===== src/mbcb_pkg.sv =====
// Shared types and constants for the clipped 1bpp blit block.
// No dependencies; imported by every module of the block except mbcb_fifo.
`timescale 1ns / 1ps
`default_nettype none

package mbcb_pkg;

  localparam int unsigned IDX_W      = 17;  // destination byte index width
  localparam int unsigned BYTE_W     = 8;
  localparam int unsigned CFG_IDX_W  = 3;
  localparam int unsigned CFG_DATA_W = 11;

  // Configuration register indexes
  localparam logic [CFG_IDX_W-1:0] REG_DEST_X        = 3'd0;
  localparam logic [CFG_IDX_W-1:0] REG_DEST_Y        = 3'd1;
  localparam logic [CFG_IDX_W-1:0] REG_IMAGE_WIDTH   = 3'd2;
  localparam logic [CFG_IDX_W-1:0] REG_IMAGE_HEIGHT  = 3'd3;
  localparam logic [CFG_IDX_W-1:0] REG_CANVAS_WIDTH  = 3'd4;
  localparam logic [CFG_IDX_W-1:0] REG_CANVAS_HEIGHT = 3'd5;
  localparam logic [CFG_IDX_W-1:0] REG_ROW_STRIDE    = 3'd6;

  // One classified source byte: up to two destination byte writes.
  typedef struct packed {
    logic [IDX_W-1:0]  row_off;  // dest row times stride, modulo 2^17
    logic [IDX_W-1:0]  base;     // column byte of the first slot, two's complement
    logic [BYTE_W-1:0] bits0;
    logic [BYTE_W-1:0] mask0;
    logic [BYTE_W-1:0] bits1;
    logic [BYTE_W-1:0] mask1;
  } blit_rec_t;

  // One destination write as seen on the result ports.
  typedef struct packed {
    logic [IDX_W-1:0]  index;
    logic [BYTE_W-1:0] bits;
    logic [BYTE_W-1:0] mask;
    logic              last;
  } blit_wr_t;

endpackage

`default_nettype wire


===== src/mbcb_fifo.sv =====
// Short flop-based queue between the classifier and the write sequencer.
// Generic width and depth; no package dependencies.
`timescale 1ns / 1ps
`default_nettype none

module mbcb_fifo #(
  parameter int unsigned DEPTH = 2,
  parameter int unsigned WIDTH = 8
) (
  input  wire logic             clk_i,
  input  wire logic             rst_ni,
  input  wire logic             push_i,
  input  wire logic [WIDTH-1:0] data_i,
  output logic                  full_o,
  input  wire logic             pop_i,
  output logic      [WIDTH-1:0] data_o,
  output logic                  empty_o
);

  localparam int unsigned PTR_W = (DEPTH > 1) ? $clog2(DEPTH) : 1;
  localparam int unsigned CNT_W = $clog2(DEPTH + 1);

  logic [WIDTH-1:0] mem_q [DEPTH];
  logic [PTR_W-1:0] wptr_q, wptr_d, rptr_q, rptr_d;
  logic [CNT_W-1:0] cnt_q, cnt_d;
  logic             do_push, do_pop;

  assign full_o  = (cnt_q == CNT_W'(DEPTH));
  assign empty_o = (cnt_q == '0);
  assign data_o  = mem_q[rptr_q];
  assign do_push = push_i && !full_o;
  assign do_pop  = pop_i && !empty_o;

  always_comb begin
    wptr_d = wptr_q;
    rptr_d = rptr_q;
    cnt_d  = cnt_q;
    if (do_push) begin
      wptr_d = (wptr_q == PTR_W'(DEPTH - 1)) ? '0 : wptr_q + 1'b1;
    end
    if (do_pop) begin
      rptr_d = (rptr_q == PTR_W'(DEPTH - 1)) ? '0 : rptr_q + 1'b1;
    end
    if (do_push && !do_pop) begin
      cnt_d = cnt_q + 1'b1;
    end else if (do_pop && !do_push) begin
      cnt_d = cnt_q - 1'b1;
    end
  end

  always_ff @(posedge clk_i or negedge rst_ni) begin
    if (!rst_ni) begin
      wptr_q <= '0;
      rptr_q <= '0;
      cnt_q  <= '0;
    end else begin
      wptr_q <= wptr_d;
      rptr_q <= rptr_d;
      cnt_q  <= cnt_d;
    end
  end

  always_ff @(posedge clk_i) begin
    if (do_push) begin
      mem_q[wptr_q] <= data_i;
    end
  end

endmodule

`default_nettype wire


===== src/mbcb_front.sv =====
// Front end: tracks source row/byte position, clips eight pixels, forms
// the two-slot write record. Depends on mbcb_pkg.
`timescale 1ns / 1ps
`default_nettype none

module mbcb_front #(
  parameter int unsigned DIM_W    = 11,
  parameter int unsigned ROW_W    = 10,
  parameter int unsigned COL_W    = 8,
  parameter int unsigned STRIDE_W = 8
) (
  input  wire logic                        clk_i,
  input  wire logic                        rst_ni,
  // source byte channel
  input  wire logic                        push,
  output logic                             full,
  input  wire logic [mbcb_pkg::BYTE_W-1:0] src_byte_i,
  input  wire logic                        start_image_i,
  // configuration, already saturated
  input  wire logic signed [10:0]          dest_x_i,
  input  wire logic signed [10:0]          dest_y_i,
  input  wire logic [DIM_W-1:0]            iw_i,
  input  wire logic [DIM_W-1:0]            ih_i,
  input  wire logic [DIM_W-1:0]            cw_i,
  input  wire logic [DIM_W-1:0]            ch_i,
  input  wire logic [STRIDE_W-1:0]         stride_i,
  input  wire logic [COL_W-1:0]            sstride_i,
  // record toward the queue
  output mbcb_pkg::blit_rec_t              rec_o,
  output logic                             rec_vld_o,
  input  wire logic                        q_full_i
);
  import mbcb_pkg::*;

  localparam int unsigned AW = DIM_W + 2;
  localparam int unsigned PW = DIM_W + 1 + STRIDE_W;

  logic [ROW_W-1:0]        row_q, row_d, cur_row;
  logic [COL_W-1:0]        col_q, col_d, cur_col;
  logic [COL_W+2:0]        cx;
  logic signed [AW-1:0]    py, px0;
  logic signed [AW-1:0]    px [8];
  logic [AW-1:0]           sx [8];
  logic                    row_ok, py_ok;
  logic [7:0]              vis;
  logic [15:0]             mask16, bits16;
  logic [PW-1:0]           prod;
  logic [COL_W:0]          col_inc;
  logic [ROW_W:0]          row_inc;
  logic [DIM_W-1:0]        hwrap;
  logic                    accept, has_write;
  blit_rec_t               rec_d, rec_q;
  logic                    rec_vld_q;

  assign full      = rec_vld_q && q_full_i;
  assign accept    = push && !full;
  assign rec_o     = rec_q;
  assign rec_vld_o = rec_vld_q;

  assign cur_row = start_image_i ? '0 : row_q;
  assign cur_col = start_image_i ? '0 : col_q;
  assign cx      = {cur_col, 3'b000};

  // Pixel clipping: row test once, column tests per pixel
  always_comb begin
    py     = $signed(AW'(dest_y_i)) + $signed(AW'(cur_row));
    px0    = $signed(AW'(dest_x_i)) + $signed(AW'(cx));
    row_ok = DIM_W'(cur_row) < ih_i;
    py_ok  = !py[AW-1] && (py[AW-2:0] < (AW-1)'(ch_i));
    for (int k = 0; k < 8; k++) begin
      sx[k] = AW'(cx) + AW'(k);
      px[k] = px0 + $signed(AW'(k));
      vis[7-k] = row_ok && py_ok && (sx[k] < AW'(iw_i)) && !px[k][AW-1] &&
                 (px[k][AW-2:0] < (AW-1)'(cw_i));
    end
    // slide the eight pixels into a two-byte window by the bit phase
    mask16 = {vis, 8'h00} >> px0[2:0];
    bits16 = {(~src_byte_i) & vis, 8'h00} >> px0[2:0];
    prod   = PW'(py[AW-2:0]) * PW'(stride_i);

    rec_d.row_off = IDX_W'(prod);
    rec_d.base    = IDX_W'(px0 >>> 3);
    rec_d.mask0   = mask16[15:8];
    rec_d.bits0   = bits16[15:8];
    rec_d.mask1   = mask16[7:0];
    rec_d.bits1   = bits16[7:0];
    has_write     = (vis != 8'h00);
  end

  // Position advance
  always_comb begin
    col_inc = (COL_W+1)'(cur_col) + 1'b1;
    row_inc = (ROW_W+1)'(cur_row) + 1'b1;
    hwrap   = (ih_i == '0) ? DIM_W'(1) : ih_i;
    row_d   = cur_row;
    col_d   = col_inc[COL_W-1:0];
    if (col_inc >= (COL_W+1)'(sstride_i)) begin
      col_d = '0;
      if ((DIM_W+1)'(row_inc) >= (DIM_W+1)'(hwrap)) begin
        row_d = '0;
      end else begin
        row_d = row_inc[ROW_W-1:0];
      end
    end
  end

  always_ff @(posedge clk_i or negedge rst_ni) begin
    if (!rst_ni) begin
      row_q     <= '0;
      col_q     <= '0;
      rec_vld_q <= 1'b0;
    end else begin
      if (accept) begin
        row_q     <= row_d;
        col_q     <= col_d;
        rec_vld_q <= has_write;
      end else if (!q_full_i) begin
        rec_vld_q <= 1'b0;
      end
    end
  end

  always_ff @(posedge clk_i) begin
    if (accept) begin
      rec_q <= rec_d;
    end
  end

endmodule

`default_nettype wire


===== src/mbcb_back.sv =====
// Back end: walks each queued record slot by slot into the result register.
// Depends on mbcb_pkg.
`timescale 1ns / 1ps
`default_nettype none

module mbcb_back (
  input  wire logic                clk_i,
  input  wire logic                rst_ni,
  input  wire mbcb_pkg::blit_rec_t rec_i,
  input  wire logic                rec_vld_i,
  output logic                     rec_pop_o,
  output mbcb_pkg::blit_wr_t       wr_o,
  output logic                     empty,
  input  wire logic                pop
);
  import mbcb_pkg::*;

  logic     slot_q;
  logic     out_vld_q;
  blit_wr_t out_q, out_d;
  logic     out_free, sel1, load;

  assign out_free = !out_vld_q || pop;
  assign load     = rec_vld_i && out_free;
  assign sel1     = slot_q || (rec_i.mask0 == '0);

  always_comb begin
    out_d.index = rec_i.row_off + rec_i.base + IDX_W'(sel1);
    out_d.bits  = sel1 ? rec_i.bits1 : rec_i.bits0;
    out_d.mask  = sel1 ? rec_i.mask1 : rec_i.mask0;
    out_d.last  = sel1 || (rec_i.mask1 == '0);
  end

  assign rec_pop_o = load && out_d.last;
  assign wr_o      = out_q;
  assign empty     = !out_vld_q;

  always_ff @(posedge clk_i or negedge rst_ni) begin
    if (!rst_ni) begin
      slot_q    <= 1'b0;
      out_vld_q <= 1'b0;
    end else begin
      if (load) begin
        out_vld_q <= 1'b1;
        slot_q    <= !out_d.last;
      end else if (pop) begin
        out_vld_q <= 1'b0;
      end
    end
  end

  always_ff @(posedge clk_i) begin
    if (load) begin
      out_q <= out_d;
    end
  end

  // second slot pending only while its record is still at the queue head
  assert property (@(posedge clk_i) disable iff (!rst_ni)
    slot_q |-> (rec_vld_i && rec_i.mask1 != '0))
    else $error("second slot pending without a record");

  // the front never queues a record without a write
  assert property (@(posedge clk_i) disable iff (!rst_ni)
    rec_vld_i |-> (rec_i.mask0 != '0 || rec_i.mask1 != '0))
    else $error("empty record in queue");

  // a shown write has a mask and no data outside it
  assert property (@(posedge clk_i) disable iff (!rst_ni)
    out_vld_q |-> (out_q.mask != '0 && (out_q.bits & ~out_q.mask) == '0))
    else $error("bad write mask or data");

  // a first-slot write that is not last is followed by the second slot
  assert property (@(posedge clk_i) disable iff (!rst_ni)
    (load && !out_d.last) |=> (slot_q && out_vld_q))
    else $error("first slot not followed by second");

endmodule

`default_nettype wire


===== src/mono_bitmap_clipped_blit.sv =====
// Top level of the clipped 1bpp blit: configuration registers, classifier,
// record queue and write sequencer. Depends on mbcb_pkg, mbcb_front,
// mbcb_fifo and mbcb_back.
`timescale 1ns / 1ps
`default_nettype none

// Opaque clipped blit of a 1-bit-per-pixel image into a 1-bit canvas. Push
// source bytes in raster order (MSB is the leftmost pixel, rows padded to
// whole bytes); set start_image_i on the first byte of an image, or just
// keep streaming, since the position wraps after the last row. Each byte
// yields zero, one or two masked write transactions on the result side:
// dst_index_o is row * stride + column byte (modulo 2^17, add your own base),
// dst_bits_o holds the inverted pixels (a set source bit clears the canvas
// bit), and only bits under bit_mask_o are to be replaced. last_write_o
// flags the final write of its source byte. Bytes fully clipped or fully
// padding produce nothing. Rate: a byte is accepted every cycle while the
// record queue has room; the result side moves one write per cycle while
// pop is held, so a byte that hits one canvas byte takes one write and a
// byte that straddles two takes two. A write reaches the result ports
// through the classifier register, the record queue and the result register,
// in that order. Size registers saturate at MAX_DIM and row_stride at
// MAX_STRIDE_BYTES. Configuration is written through cfg_valid_i/cfg_ready_o
// (always ready) and must only change while the block is idle; indexes
// beyond the register list are ignored.

module mono_bitmap_clipped_blit #(
  parameter int unsigned MAX_DIM          = 1024,
  parameter int unsigned MAX_STRIDE_BYTES = 128
) (
  input  wire logic                            clk_i,
  input  wire logic                            rst_ni,
  // configuration write transactions
  input  wire logic                            cfg_valid_i,
  output logic                                 cfg_ready_o,
  input  wire logic [mbcb_pkg::CFG_IDX_W-1:0]  cfg_index_i,
  input  wire logic [mbcb_pkg::CFG_DATA_W-1:0] cfg_data_i,
  // source byte queue side
  input  wire logic                            push,
  output logic                                 full,
  input  wire logic [mbcb_pkg::BYTE_W-1:0]     src_byte_i,
  input  wire logic                            start_image_i,
  // destination write queue side
  output logic                                 empty,
  input  wire logic                            pop,
  output logic [mbcb_pkg::IDX_W-1:0]           dst_index_o,
  output logic [mbcb_pkg::BYTE_W-1:0]          dst_bits_o,
  output logic [mbcb_pkg::BYTE_W-1:0]          bit_mask_o,
  output logic                                 last_write_o
);
  import mbcb_pkg::*;

  // widths that follow from the size limits
  localparam int unsigned DIM_W    = ($clog2(MAX_DIM + 1) > 11) ? $clog2(MAX_DIM + 1) : 11;
  localparam int unsigned ROW_W    = $clog2(MAX_DIM);
  localparam int unsigned COL_W    = $clog2((MAX_DIM + 7) / 8 + 1);
  localparam int unsigned STRIDE_W = ($clog2(MAX_STRIDE_BYTES + 1) > 8) ?
                                     $clog2(MAX_STRIDE_BYTES + 1) : 8;
  localparam int unsigned REC_DEPTH = 2;

  // saturate a size register to MAX_DIM
  function automatic logic [DIM_W-1:0] sat_dim(input logic [CFG_DATA_W-1:0] v);
    logic [DIM_W-1:0] w;
    w = DIM_W'(v);
    if (w > DIM_W'(MAX_DIM)) begin
      return DIM_W'(MAX_DIM);
    end
    return w;
  endfunction

  function automatic logic [STRIDE_W-1:0] sat_stride(input logic [7:0] v);
    logic [STRIDE_W-1:0] w;
    w = STRIDE_W'(v);
    if (w > STRIDE_W'(MAX_STRIDE_BYTES)) begin
      return STRIDE_W'(MAX_STRIDE_BYTES);
    end
    return w;
  endfunction

  // source bytes per row, never below one
  function automatic logic [COL_W-1:0] row_bytes(input logic [DIM_W-1:0] w);
    logic [DIM_W:0] t;
    t = ((DIM_W+1)'(w) + (DIM_W+1)'(7)) >> 3;
    if (t == '0) begin
      return COL_W'(1);
    end
    return COL_W'(t);
  endfunction

  // configuration registers; sizes are kept already saturated
  logic signed [10:0]  dest_x_q, dest_y_q;
  logic [DIM_W-1:0]    iw_q, ih_q, cw_q, ch_q;
  logic [STRIDE_W-1:0] stride_q;
  logic [COL_W-1:0]    sstride_q;
  logic                cfg_we;

  assign cfg_ready_o = 1'b1;
  assign cfg_we      = cfg_valid_i && cfg_ready_o;

  always_ff @(posedge clk_i or negedge rst_ni) begin
    if (!rst_ni) begin
      dest_x_q  <= 11'sd24;
      dest_y_q  <= -11'sd18;
      iw_q      <= sat_dim(11'd8);
      ih_q      <= sat_dim(11'd8);
      cw_q      <= sat_dim(11'd128);
      ch_q      <= sat_dim(11'd128);
      stride_q  <= sat_stride(8'd16);
      sstride_q <= row_bytes(sat_dim(11'd8));
    end else if (cfg_we) begin
      unique case (cfg_index_i)
        REG_DEST_X:        dest_x_q <= $signed(cfg_data_i);
        REG_DEST_Y:        dest_y_q <= $signed(cfg_data_i);
        REG_IMAGE_WIDTH: begin
          iw_q      <= sat_dim(cfg_data_i);
          sstride_q <= row_bytes(sat_dim(cfg_data_i));
        end
        REG_IMAGE_HEIGHT:  ih_q     <= sat_dim(cfg_data_i);
        REG_CANVAS_WIDTH:  cw_q     <= sat_dim(cfg_data_i);
        REG_CANVAS_HEIGHT: ch_q     <= sat_dim(cfg_data_i);
        REG_ROW_STRIDE:    stride_q <= sat_stride(cfg_data_i[7:0]);
        default: ;  // unmapped index, write dropped
      endcase
    end
  end

  // front -> queue -> back
  blit_rec_t front_rec, q_rec;
  logic      front_vld, q_full, q_empty, q_pop;
  blit_wr_t  wr;

  mbcb_front #(
    .DIM_W    (DIM_W),
    .ROW_W    (ROW_W),
    .COL_W    (COL_W),
    .STRIDE_W (STRIDE_W)
  ) u_front (
    .clk_i         (clk_i),
    .rst_ni        (rst_ni),
    .push          (push),
    .full          (full),
    .src_byte_i    (src_byte_i),
    .start_image_i (start_image_i),
    .dest_x_i      (dest_x_q),
    .dest_y_i      (dest_y_q),
    .iw_i          (iw_q),
    .ih_i          (ih_q),
    .cw_i          (cw_q),
    .ch_i          (ch_q),
    .stride_i      (stride_q),
    .sstride_i     (sstride_q),
    .rec_o         (front_rec),
    .rec_vld_o     (front_vld),
    .q_full_i      (q_full)
  );

  mbcb_fifo #(
    .DEPTH (REC_DEPTH),
    .WIDTH ($bits(blit_rec_t))
  ) u_rec_q (
    .clk_i   (clk_i),
    .rst_ni  (rst_ni),
    .push_i  (front_vld),
    .data_i  (front_rec),
    .full_o  (q_full),
    .pop_i   (q_pop),
    .data_o  (q_rec),
    .empty_o (q_empty)
  );

  mbcb_back u_back (
    .clk_i     (clk_i),
    .rst_ni    (rst_ni),
    .rec_i     (q_rec),
    .rec_vld_i (!q_empty),
    .rec_pop_o (q_pop),
    .wr_o      (wr),
    .empty     (empty),
    .pop       (pop)
  );

  assign dst_index_o  = wr.index;
  assign dst_bits_o   = wr.bits;
  assign bit_mask_o   = wr.mask;
  assign last_write_o = wr.last;

endmodule

`default_nettype wire

===== config.mk =====
export PLATFORM = sky130hd
export DESIGN_NAME = mono_bitmap_clipped_blit
export DESIGN_NICKNAME = d
export VERILOG_FILES = /design/src/mbcb_pkg.sv /design/src/mbcb_fifo.sv /design/src/mbcb_front.sv /design/src/mbcb_back.sv /design/src/mono_bitmap_clipped_blit.sv
export SDC_FILE = /design/constraint.sdc
export NUM_CORES = 1
export LEC_CHECK = 0
export BUFFER_PORTS_ARGS = -buffer_cell sky130_fd_sc_hd__buf_2
export CAP_MARGIN = 20
export CORE_UTILIZATION = 67
export DETAILED_ROUTE_END_ITERATION = 7
export PLACE_DENSITY = 0.94
export SYNTH_ARGS = -nofsm -noshare
export SYNTH_HDL_FRONTEND = slang
export SYNTH_HIERARCHICAL = 1
export SYNTH_SLANG_ARGS = --single-unit

===== constraint.sdc =====
create_clock -name clk_i -period 9.9 [get_ports clk_i]
set_input_delay 0.495 -clock clk_i [delete_from_list [all_inputs] [get_ports clk_i]]
set_output_delay 0.495 -clock clk_i [all_outputs]
set_load 0.05 [all_outputs]

==> results of run 1 <==
==> final cells by class <==
cell class / count / area [um2]
fillers: 1986 / 8180
flip-flops and latches: 330 / 9400
repair buffers: 79 / 438
clock inverters: 18 / 229
multi-input cells: 1410 / 11500
inverters: 170 / 638
clock buffers: 48 / 966
well taps: 435 / 544
==> worst paths after layout <==
path	to	slack (ps)	depth (start not counted)
max reg2reg	u_front/rec_o[65]	2520	26
max	u_front/rec_o[65]	2520	26
min	u_front/rec_vld_o	270	2
max in group asynchronous	cw_q[4]	8150	3
min reg2reg	u_rec_q/mem_q[1][32]	440	0
min in group asynchronous	u_front/row_q[7]	490	2
==> flip-flops by register name (all words and copies together) (netlist names) <==
name,cells
cw_q,11
u_rec_q/mem_q,132
u_rec_q/wptr_q,1
ch_q,11
u_rec_q/rptr_q,1
u_front/rec_o,57
u_front/col_q,8
sstride_q,8
u_back/out_vld_q,1
dest_y_q,11
u_front/rec_vld_o,1
u_rec_q/cnt_q,2
dest_x_q,11
iw_q,11
stride_q,8
u_front/row_q,10
u_back/wr_o,34
u_back/slot_q,1
ih_q,11
==> logic make-up after synthesis <==
group                    synth area share [%]
flip-flops                               42.9
adder cells (fa/ha/maj)                  16.7
other                                  0.0343
AO/OA/AOI/OAI                            10.8
AND/OR/NAND/NOR                          12.7
multiplexers                             6.82
buffers and inverters                    4.69
XOR/XNOR                                 5.48
==> worst register-to-register path: cells and delay by family (launching register included) <==
family,cells,cell delay [ps]
fa+ha+maj,9,3720
compound gates,7,1440
simple gates,4,760
xor+xnor,3,610
flops,1,470
buf+inv,3,150
==> report_power, final <==
| group | switching (W) | total, W | internal, W | leakage, nW |
|---|---|---|---|---|
| combinational | 0.00202 | 0.00326 | 0.00125 | 6.00 |
| sequential | 0.000168 | 0.00211 | 0.00195 | 3.45 |
| clock | 0.000555 | 0.00136 | 0.000802 | 0.587 |
==> cells in the final DEF, fill, tap and decap left out, types with 14 or more instances in the layout <==
master / synthesis / routed
a21o_1: 32 / 32
a21oi_1: 70 / 70
a22o_1: 14 / 14
and2_1: 63 / 63
buf_2: 14 / 62
buf_4: 13 / 15
clkbuf_16: 0 / 36
dfrtp_1: 90 / 89
dfstp_2: 17 / 17
edfxtp_1: 223 / 223
fa_1: 61 / 61
ha_1: 191 / 191
inv_1: 166 / 166
mux2_2: 70 / 70
mux2_4: 30 / 30
nand2_1: 173 / 173
nand2b_1: 32 / 32
nand3_1: 31 / 31
nor2_1: 82 / 81
nor2b_1: 34 / 34
nor3_1: 34 / 34
nor4_1: 14 / 14
o21a_1: 17 / 17
o21ai_0: 105 / 105
xnor2_1: 95 / 95
xor2_1: 42 / 42
==> metrics by stage <==
step | util (%) | hold slack [ps]
2_1_floorplan | - | 199
4_1_cts | 74.3 | 248
6_report | 74.3 | 265
5_1_grt | 74.3 | 253
3_5_place_dp | 70.6 | 429
3_3_place_gp | 70.6 | 423
==> layer usage <==
metal  share of wire (%)  routed length, um  up-vias
li1                    -                  -     7102
met1                  38              20000     7685
met2                  48              25400      954
met3                 8.5               4460      207
met4                 4.8               2510        0
met5                   0                  0        -
==> synthesized netlist by cell type, types with 7 or more instances <==
cell type / count
a211oi_1: 13
a21o_1: 32
a21oi_1: 70
a22o_1: 14
a31oi_1: 13
and2_1: 63
and3_1: 11
buf_2: 14
buf_4: 13
clkbuf_1: 39
dfrtp_1: 90
dfstp_2: 17
edfxtp_1: 223
fa_1: 61
ha_1: 191
inv_1: 166
mux2_1: 11
mux2_2: 70
mux2_4: 30
mux2i_1: 13
nand2_1: 173
nand2b_1: 32
nand3_1: 31
nand4_1: 13
nor2_1: 82
nor2b_1: 34
nor3_1: 34
nor4_1: 14
o21a_1: 17
o21ai_0: 105
o31ai_1: 7
or3_1: 7
xnor2_1: 95
xor2_1: 42
==> impl_metrics.xml, run 1 <==
<?xml version="1.0" encoding="UTF-8"?>
<metrics>
  <group name="run_status">
    <metric name="run_status" unit="">complete, no violations</metric>
  </group>
  <group name="worst_setup_path">
    <metric name="worst-endpoint-required" unit="ps">10160</metric>
    <metric name="critical-path-top-delay-family" unit="">adder cells</metric>
    <metric name="critPathCaptureType" unit="">register</metric>
    <metric name="worstSetupStartpointType" unit="">register</metric>
    <metric name="cp_num_buf_inv" unit="">3</metric>
    <metric name="cp_slowest_cell" unit="">fa_1</metric>
    <metric name="timing.critical_path.slowest_cell_delay" unit="ps">550</metric>
    <metric name="critical_path.startpoint" unit="">u_front/row_q[1]</metric>
    <metric name="most_frequent_cell_on_the_critical_path" unit="">fa_1</metric>
    <metric name="timing.critical_path.arrival" unit="ps">7640</metric>
    <metric name="timing.setup.critical_path_class" unit="">register to register</metric>
    <metric name="crit-reg2reg-launch" unit="">u_front/row_q[1]</metric>
    <metric name="worst_path_fanout_max" unit="">9</metric>
  </group>
  <group name="worst_hold_path">
    <metric name="class_of_the_worst_hold_path" unit="">primary input to register</metric>
    <metric name="worst_hold_startpoint" unit="">push</metric>
  </group>
  <group name="sta">
    <metric name="grt_setup_unrepaired" unit="">false</metric>
    <metric name="finalHoldViolCount" unit="">0</metric>
    <metric name="final.period_utilization" unit="%">74.5</metric>
    <metric name="clock.fmax" unit="MHz">136</metric>
    <metric name="final.setup_skew" unit="ps">24.3</metric>
    <metric name="timing_worst_slew_pin_value" unit="ps">1120</metric>
    <metric name="post-route-worst-setup-slack" unit="ps">2520</metric>
    <metric name="totalNegativeSetupSlack" unit="ps">0</metric>
    <metric name="layout_min_cycle_time" unit="ps">7380</metric>
    <metric name="timing.max_slew.rel_slack" unit="%">25.1</metric>
    <metric name="finalSetupViolCount" unit="">0</metric>
    <metric name="finalMaxSlewViolations" unit="">0</metric>
  </group>
  <group name="clock_tree">
    <metric name="cts_max_path_buffers" unit="">3</metric>
    <metric name="cts_sinks" unit="">330</metric>
    <metric name="htreeDepth" unit="">2</metric>
    <metric name="numCtsBuffers" unit="">36</metric>
    <metric name="worstSkewPairLatency" unit="ps">540</metric>
    <metric name="clkTransAtPathRegs" unit="ps">60</metric>
    <metric name="clock-root-buffer" unit="">clkbuf_16</metric>
    <metric name="cts_setup_buffers" unit="">0</metric>
    <metric name="cts_tree" unit="">built</metric>
    <metric name="post_cts_resize_count" unit="">0</metric>
    <metric name="cts.hold.buffers_added" unit="">1</metric>
  </group>
  <group name="routing">
    <metric name="firstDrtPassIters" unit="">7</metric>
    <metric name="vias_per_cell" unit="">6.40</metric>
    <metric name="routed_wire_length_per_instance" unit="um">21.1</metric>
    <metric name="aggregate_routed_wire_length" unit="mm">52.4</metric>
    <metric name="first_iter_violations" unit="">1567</metric>
    <metric name="route.antenna.remaining_nets" unit="">0</metric>
    <metric name="route.detailed.drc" unit="">0</metric>
    <metric name="vias" unit="">15900</metric>
  </group>
  <group name="grt">
    <metric name="grt_use_met1" unit="%">39.6</metric>
    <metric name="via_count_of_the_first_global_routing_pass" unit="">16000</metric>
    <metric name="grt_overflow_total" unit="">0</metric>
    <metric name="use_met3" unit="%">4.88</metric>
    <metric name="globalRouteTotalUtil" unit="%">31.6</metric>
    <metric name="first_pass_grt_wire_length" unit="mm">82.9</metric>
    <metric name="grt_start_max_net_pins" unit="">68</metric>
    <metric name="globalRoute.busiestLayer" unit="">met2</metric>
    <metric name="grt.met2_usage" unit="%">53.8</metric>
    <metric name="grt_antenna_before_repair" unit="">0</metric>
  </group>
  <group name="final_layout">
    <metric name="flow.area_growth_from_synthesis" unit="%">8.23</metric>
    <metric name="layout.cells.non_filler" unit="">2490</metric>
    <metric name="antenna-diode-count" unit="">0</metric>
    <metric name="final_design_area_no_fill" unit="mm2">0.0237</metric>
    <metric name="finish.net_count" unit="">2307</metric>
    <metric name="drive_gt1_share" unit="%">14.2</metric>
  </group>
  <group name="synth">
    <metric name="count_of_flip_flops_with_a_built_in_enable_after_synthesis" unit="">223</metric>
    <metric name="postSynthRegisterBits" unit="">330</metric>
    <metric name="synth.yosys.seq_area_share" unit="%">42.9</metric>
    <metric name="synth-async-reset-ratio" unit="%">32.4</metric>
    <metric name="syn_area_per_cell" unit="um2">11.0</metric>
    <metric name="synth_warnings" unit="">6</metric>
    <metric name="netlist.area_leader.share" unit="%">30.6</metric>
    <metric name="syn_inst" unit="">1985</metric>
    <metric name="synth.area.top_cells" unit="">edfxtp_1 (31%), ha_1 (11%), dfrtp_1 (10%), fa_1 (5.6%), xnor2_1 (3.8%)</metric>
    <metric name="synth.cell_area" unit="mm2">0.0219</metric>
    <metric name="netlist-cell-type-count" unit="">103</metric>
    <metric name="synth_area_leader_cell" unit="">edfxtp_1</metric>
    <metric name="synth_flop_cell" unit="">edfxtp_1</metric>
  </group>
  <group name="floorplan">
    <metric name="chipHeight" unit="um">183</metric>
    <metric name="die_area" unit="mm2">0.0334</metric>
    <metric name="core_area" unit="mm2">0.0319</metric>
    <metric name="floorplan.die.width" unit="um">183</metric>
    <metric name="rows" unit="">65</metric>
    <metric name="top_level_ports" unit="">65</metric>
    <metric name="start_util" unit="%">68.7</metric>
  </group>
  <group name="place">
    <metric name="preCtsSetupSlack" unit="ps">2130</metric>
    <metric name="place_congestion" unit="">0.973</metric>
    <metric name="placedCellCount" unit="">2422</metric>
    <metric name="place_area" unit="mm2">0.0225</metric>
    <metric name="dp_hpwl" unit="mm">36.0</metric>
    <metric name="placement.io_buffers" unit="">63</metric>
  </group>
  <group name="flow_run">
    <metric name="cap_viol_max_count" unit="">0</metric>
  </group>
  <group name="pwr">
    <metric name="power_density" unit="mW/mm2">284</metric>
    <metric name="finalPower" unit="W">0.00673</metric>
    <metric name="ir_worst_vdd" unit="V">0.000232</metric>
    <metric name="p_leak" unit="nW">10.0</metric>
  </group>
</metrics>
Power figures use the tool's default switching activity.
==> run 2, diff against run 1 <==
CORE_UTILIZATION = 64   (was 67)
PLACE_DENSITY = 0.91   (was 0.94)
clock period = 6.8 ns   (was 9.9 ns; I/O delays follow)
==> run 2 against run 1 <==
Effect of this change: routed wire length up 0.31%; final cell count up 1.7%; register-to-register slack worse by 2400 ps; power up 48%; maximum frequency up 10%; sequential power up 46%; hold slack worse by 220 ps; cell area up 2.0%; critical endpoint unchanged; largest cell class unchanged.
==> impl_metrics.xml, run 2 (synthesis gave the netlist of run 1 again) <==
<?xml version="1.0" encoding="UTF-8"?>
<metrics>
  <group name="run_status">
    <metric name="run_status" unit="">complete, no violations</metric>
  </group>
  <group name="floorplan">
    <metric name="core_area" unit="mm2">0.0336</metric>
    <metric name="rows" unit="">67</metric>
    <metric name="top_level_ports" unit="">65</metric>
    <metric name="die_area" unit="mm2">0.0350</metric>
    <metric name="start_util" unit="%">65.2</metric>
    <metric name="chipHeight" unit="um">187</metric>
    <metric name="floorplan.die.width" unit="um">187</metric>
  </group>
  <group name="place">
    <metric name="place_area" unit="mm2">0.0227</metric>
    <metric name="placedCellCount" unit="">2459</metric>
    <metric name="place_congestion" unit="">0.948</metric>
    <metric name="dp_hpwl" unit="mm">36.2</metric>
    <metric name="placement.io_buffers" unit="">63</metric>
  </group>
  <group name="clock_tree">
    <metric name="cts_tree" unit="">built</metric>
    <metric name="htreeDepth" unit="">2</metric>
    <metric name="cts_sinks" unit="">330</metric>
    <metric name="cts_max_path_buffers" unit="">3</metric>
    <metric name="worstSkewPairLatency" unit="ps">540</metric>
    <metric name="numCtsBuffers" unit="">35</metric>
    <metric name="clock-root-buffer" unit="">clkbuf_16</metric>
    <metric name="clkTransAtPathRegs" unit="ps">60</metric>
  </group>
  <group name="routing">
    <metric name="first_iter_violations" unit="">1529</metric>
    <metric name="firstDrtPassIters" unit="">6</metric>
    <metric name="route.antenna.remaining_nets" unit="">0</metric>
    <metric name="vias_per_cell" unit="">6.23</metric>
    <metric name="aggregate_routed_wire_length" unit="mm">52.6</metric>
    <metric name="routed_wire_length_per_instance" unit="um">20.8</metric>
    <metric name="vias" unit="">15800</metric>
    <metric name="route.detailed.drc" unit="">0</metric>
  </group>
  <group name="worst_setup_path">
    <metric name="worstRegToRegCells" unit="">26</metric>
    <metric name="cp_slowest_cell" unit="">fa_1</metric>
    <metric name="worstSetupStartpointType" unit="">register</metric>
    <metric name="most_frequent_cell_on_the_critical_path" unit="">fa_1</metric>
    <metric name="timing.setup.critical_path_class" unit="">register to register</metric>
    <metric name="cp_num_buf_inv" unit="">3</metric>
    <metric name="worst_path_fanout_max" unit="">5</metric>
    <metric name="timing.critical_path.slowest_cell_delay" unit="ps">550</metric>
    <metric name="critPathCaptureType" unit="">register</metric>
    <metric name="timing.critical_path.arrival" unit="ps">6960</metric>
    <metric name="worst-endpoint-required" unit="ps">7070</metric>
    <metric name="critical_path.reg2reg.endpoint" unit="">u_front/rec_o[65]</metric>
    <metric name="critical-path-top-delay-family" unit="">adder cells</metric>
    <metric name="setup.reg_to_reg.worst_slack" unit="ps">110</metric>
    <metric name="crit-reg2reg-launch" unit="">u_front/row_q[0]</metric>
  </group>
  <group name="final_layout">
    <metric name="layout_common_cells" unit="">edfxtp_1 (223), ha_1 (183), nand2_1 (173), inv_1 (163), o21ai_0 (101)</metric>
    <metric name="flow.area_growth_from_synthesis" unit="%">10.4</metric>
    <metric name="layout.cells.non_filler" unit="">2533</metric>
    <metric name="largest_register_ff_count" unit="">132</metric>
    <metric name="layout.filler_cells" unit="">2112</metric>
    <metric name="regMostFlops" unit="">u_rec_q/mem_q</metric>
    <metric name="layout_commonest_cell" unit="">edfxtp_1</metric>
    <metric name="finish.net_count" unit="">2338</metric>
    <metric name="drive_gt1_share" unit="%">16.8</metric>
    <metric name="final_design_area_no_fill" unit="mm2">0.0242</metric>
    <metric name="antenna-diode-count" unit="">0</metric>
  </group>
  <group name="pwr">
    <metric name="ir_worst_vdd" unit="V">0.000355</metric>
    <metric name="p_leak" unit="nW">10.2</metric>
    <metric name="power_density" unit="mW/mm2">413</metric>
  </group>
  <group name="flow_run">
    <metric name="cap_viol_max_count" unit="">0</metric>
  </group>
  <group name="sta">
    <metric name="finalSetupViolCount" unit="">0</metric>
    <metric name="layout_min_cycle_time" unit="ps">6690</metric>
    <metric name="finalMaxSlewViolations" unit="">0</metric>
    <metric name="finalHoldViolCount" unit="">0</metric>
    <metric name="final.setup_skew" unit="ps">17.8</metric>
    <metric name="timing.max_slew.rel_slack" unit="%">30.8</metric>
    <metric name="clock.fmax" unit="MHz">149</metric>
    <metric name="timing_worst_slew_pin_value" unit="ps">1030</metric>
    <metric name="final.period_utilization" unit="%">98.4</metric>
  </group>
  <group name="grt">
    <metric name="via_count_of_the_first_global_routing_pass" unit="">16400</metric>
    <metric name="grt_overflow_total" unit="">0</metric>
    <metric name="grt_antenna_before_repair" unit="">0</metric>
    <metric name="grt_start_max_net_pins" unit="">71</metric>
    <metric name="globalRouteTotalUtil" unit="%">30.1</metric>
    <metric name="first_pass_grt_wire_length" unit="mm">84.2</metric>
  </group>
  <group name="worst_hold_path">
    <metric name="whs_path_cells" unit="">2</metric>
    <metric name="class_of_the_worst_hold_path" unit="">primary input to register</metric>
    <metric name="worst_hold_startpoint" unit="">push</metric>
    <metric name="hold-path-endpoint" unit="">u_front/rec_vld_o</metric>
  </group>
</metrics>
==> run 2: cell types whose count changed in the layout (fill, tap and decap cells not counted), moves of 4 or more <==
cell / before / now
ha_1: 191 / 183
a21oi_1: 70 / 66
buf_4: 15 / 46
xnor2_1: 95 / 91
ha_4: 0 / 7
o21ai_0: 105 / 101
clkinv_2: 6 / 2
==> run 2: per-layer routing <==
metal	GRT usage (%)	up-vias	part of all wire, %
met1	37.3	7641	39
met3	4.54	194	7.6
li1	-	7156	-
met4	15.8	0	4.7
met5	0	-	0
met2	51.2	797	49
==> run 2: how the worst max path moves through the flow <==
stage,to,from,cells past startpoint,slack [ps]
2_1_floorplan,u_front/rec_o[65],start_image_i,29,20
3_3_place_gp,u_front/rec_o[65],start_image_i,28,110
3_5_place_dp,u_front/rec_o[65],start_image_i,28,-60
4_1_cts,u_front/rec_o[65],u_front/row_q[0],26,2
5_1_grt,u_front/rec_o[65],u_front/row_q[0],26,-130
6_report,u_front/rec_o[65],u_front/row_q[0],26,110
==> run 2: area by class of cell <==
| type | instances | area [um2] | area share, % |
|---|---|---|---|
| Timing Repair Buffer | 111 | 701 | 2.90 |
| Clock buffer | 46 | 962 | 3.98 |
| Inverter | 170 | 638 | 2.64 |
| Tap cell | 448 | 561 | 2.32 |
| Multi-Input combinational cell | 1410 | 11700 | 48.3 |
| Sequential cell | 330 | 9400 | 38.9 |
| Clock inverter | 18 | 243 | 1.00 |
==> run 2: metrics by stage <==
| step | worst slack (ps) | utilization [%] | TNS [ps] | hold slack, ps | power [W] |
|---|---|---|---|---|---|
| global route | -132 | 71.9 | -245 | 49.7 | 0.0106 |
| CTS | 2.15 | 71.4 | 0 | 29.8 | 0.00980 |
| detailed placement | -61.4 | 67.6 | -169 | 367 | 0.00772 |
| finish | 110 | 71.9 | 0 | 49.8 | 0.0100 |
| floorplan | 15.3 | - | 0 | 44.4 | 0.00659 |
| global placement | 114 | 67.6 | 0 | 353 | 0.00742 |
==> run 2: what timing repair did <==
| item | 4_1_cts | 5_1_grt |
|---|---|---|
| setup endpoints to repair | 3 | 5 |
| resized for setup | 2 | 27 |
| endpoints found under the hold margin | 27 | 0 |
| hold buffers | 1 | 0 |
| pin swaps | 3 | 21 |
| buffers inserted | 4 | 4 |
==> run 2: power by group <==
| part | switching (W) | internal (W) |
|---|---|---|
| Sequential | 0.000257 | 0.00283 |
| Combinational | 0.00295 | 0.00198 |
| Clock | 0.000816 | 0.00117 |
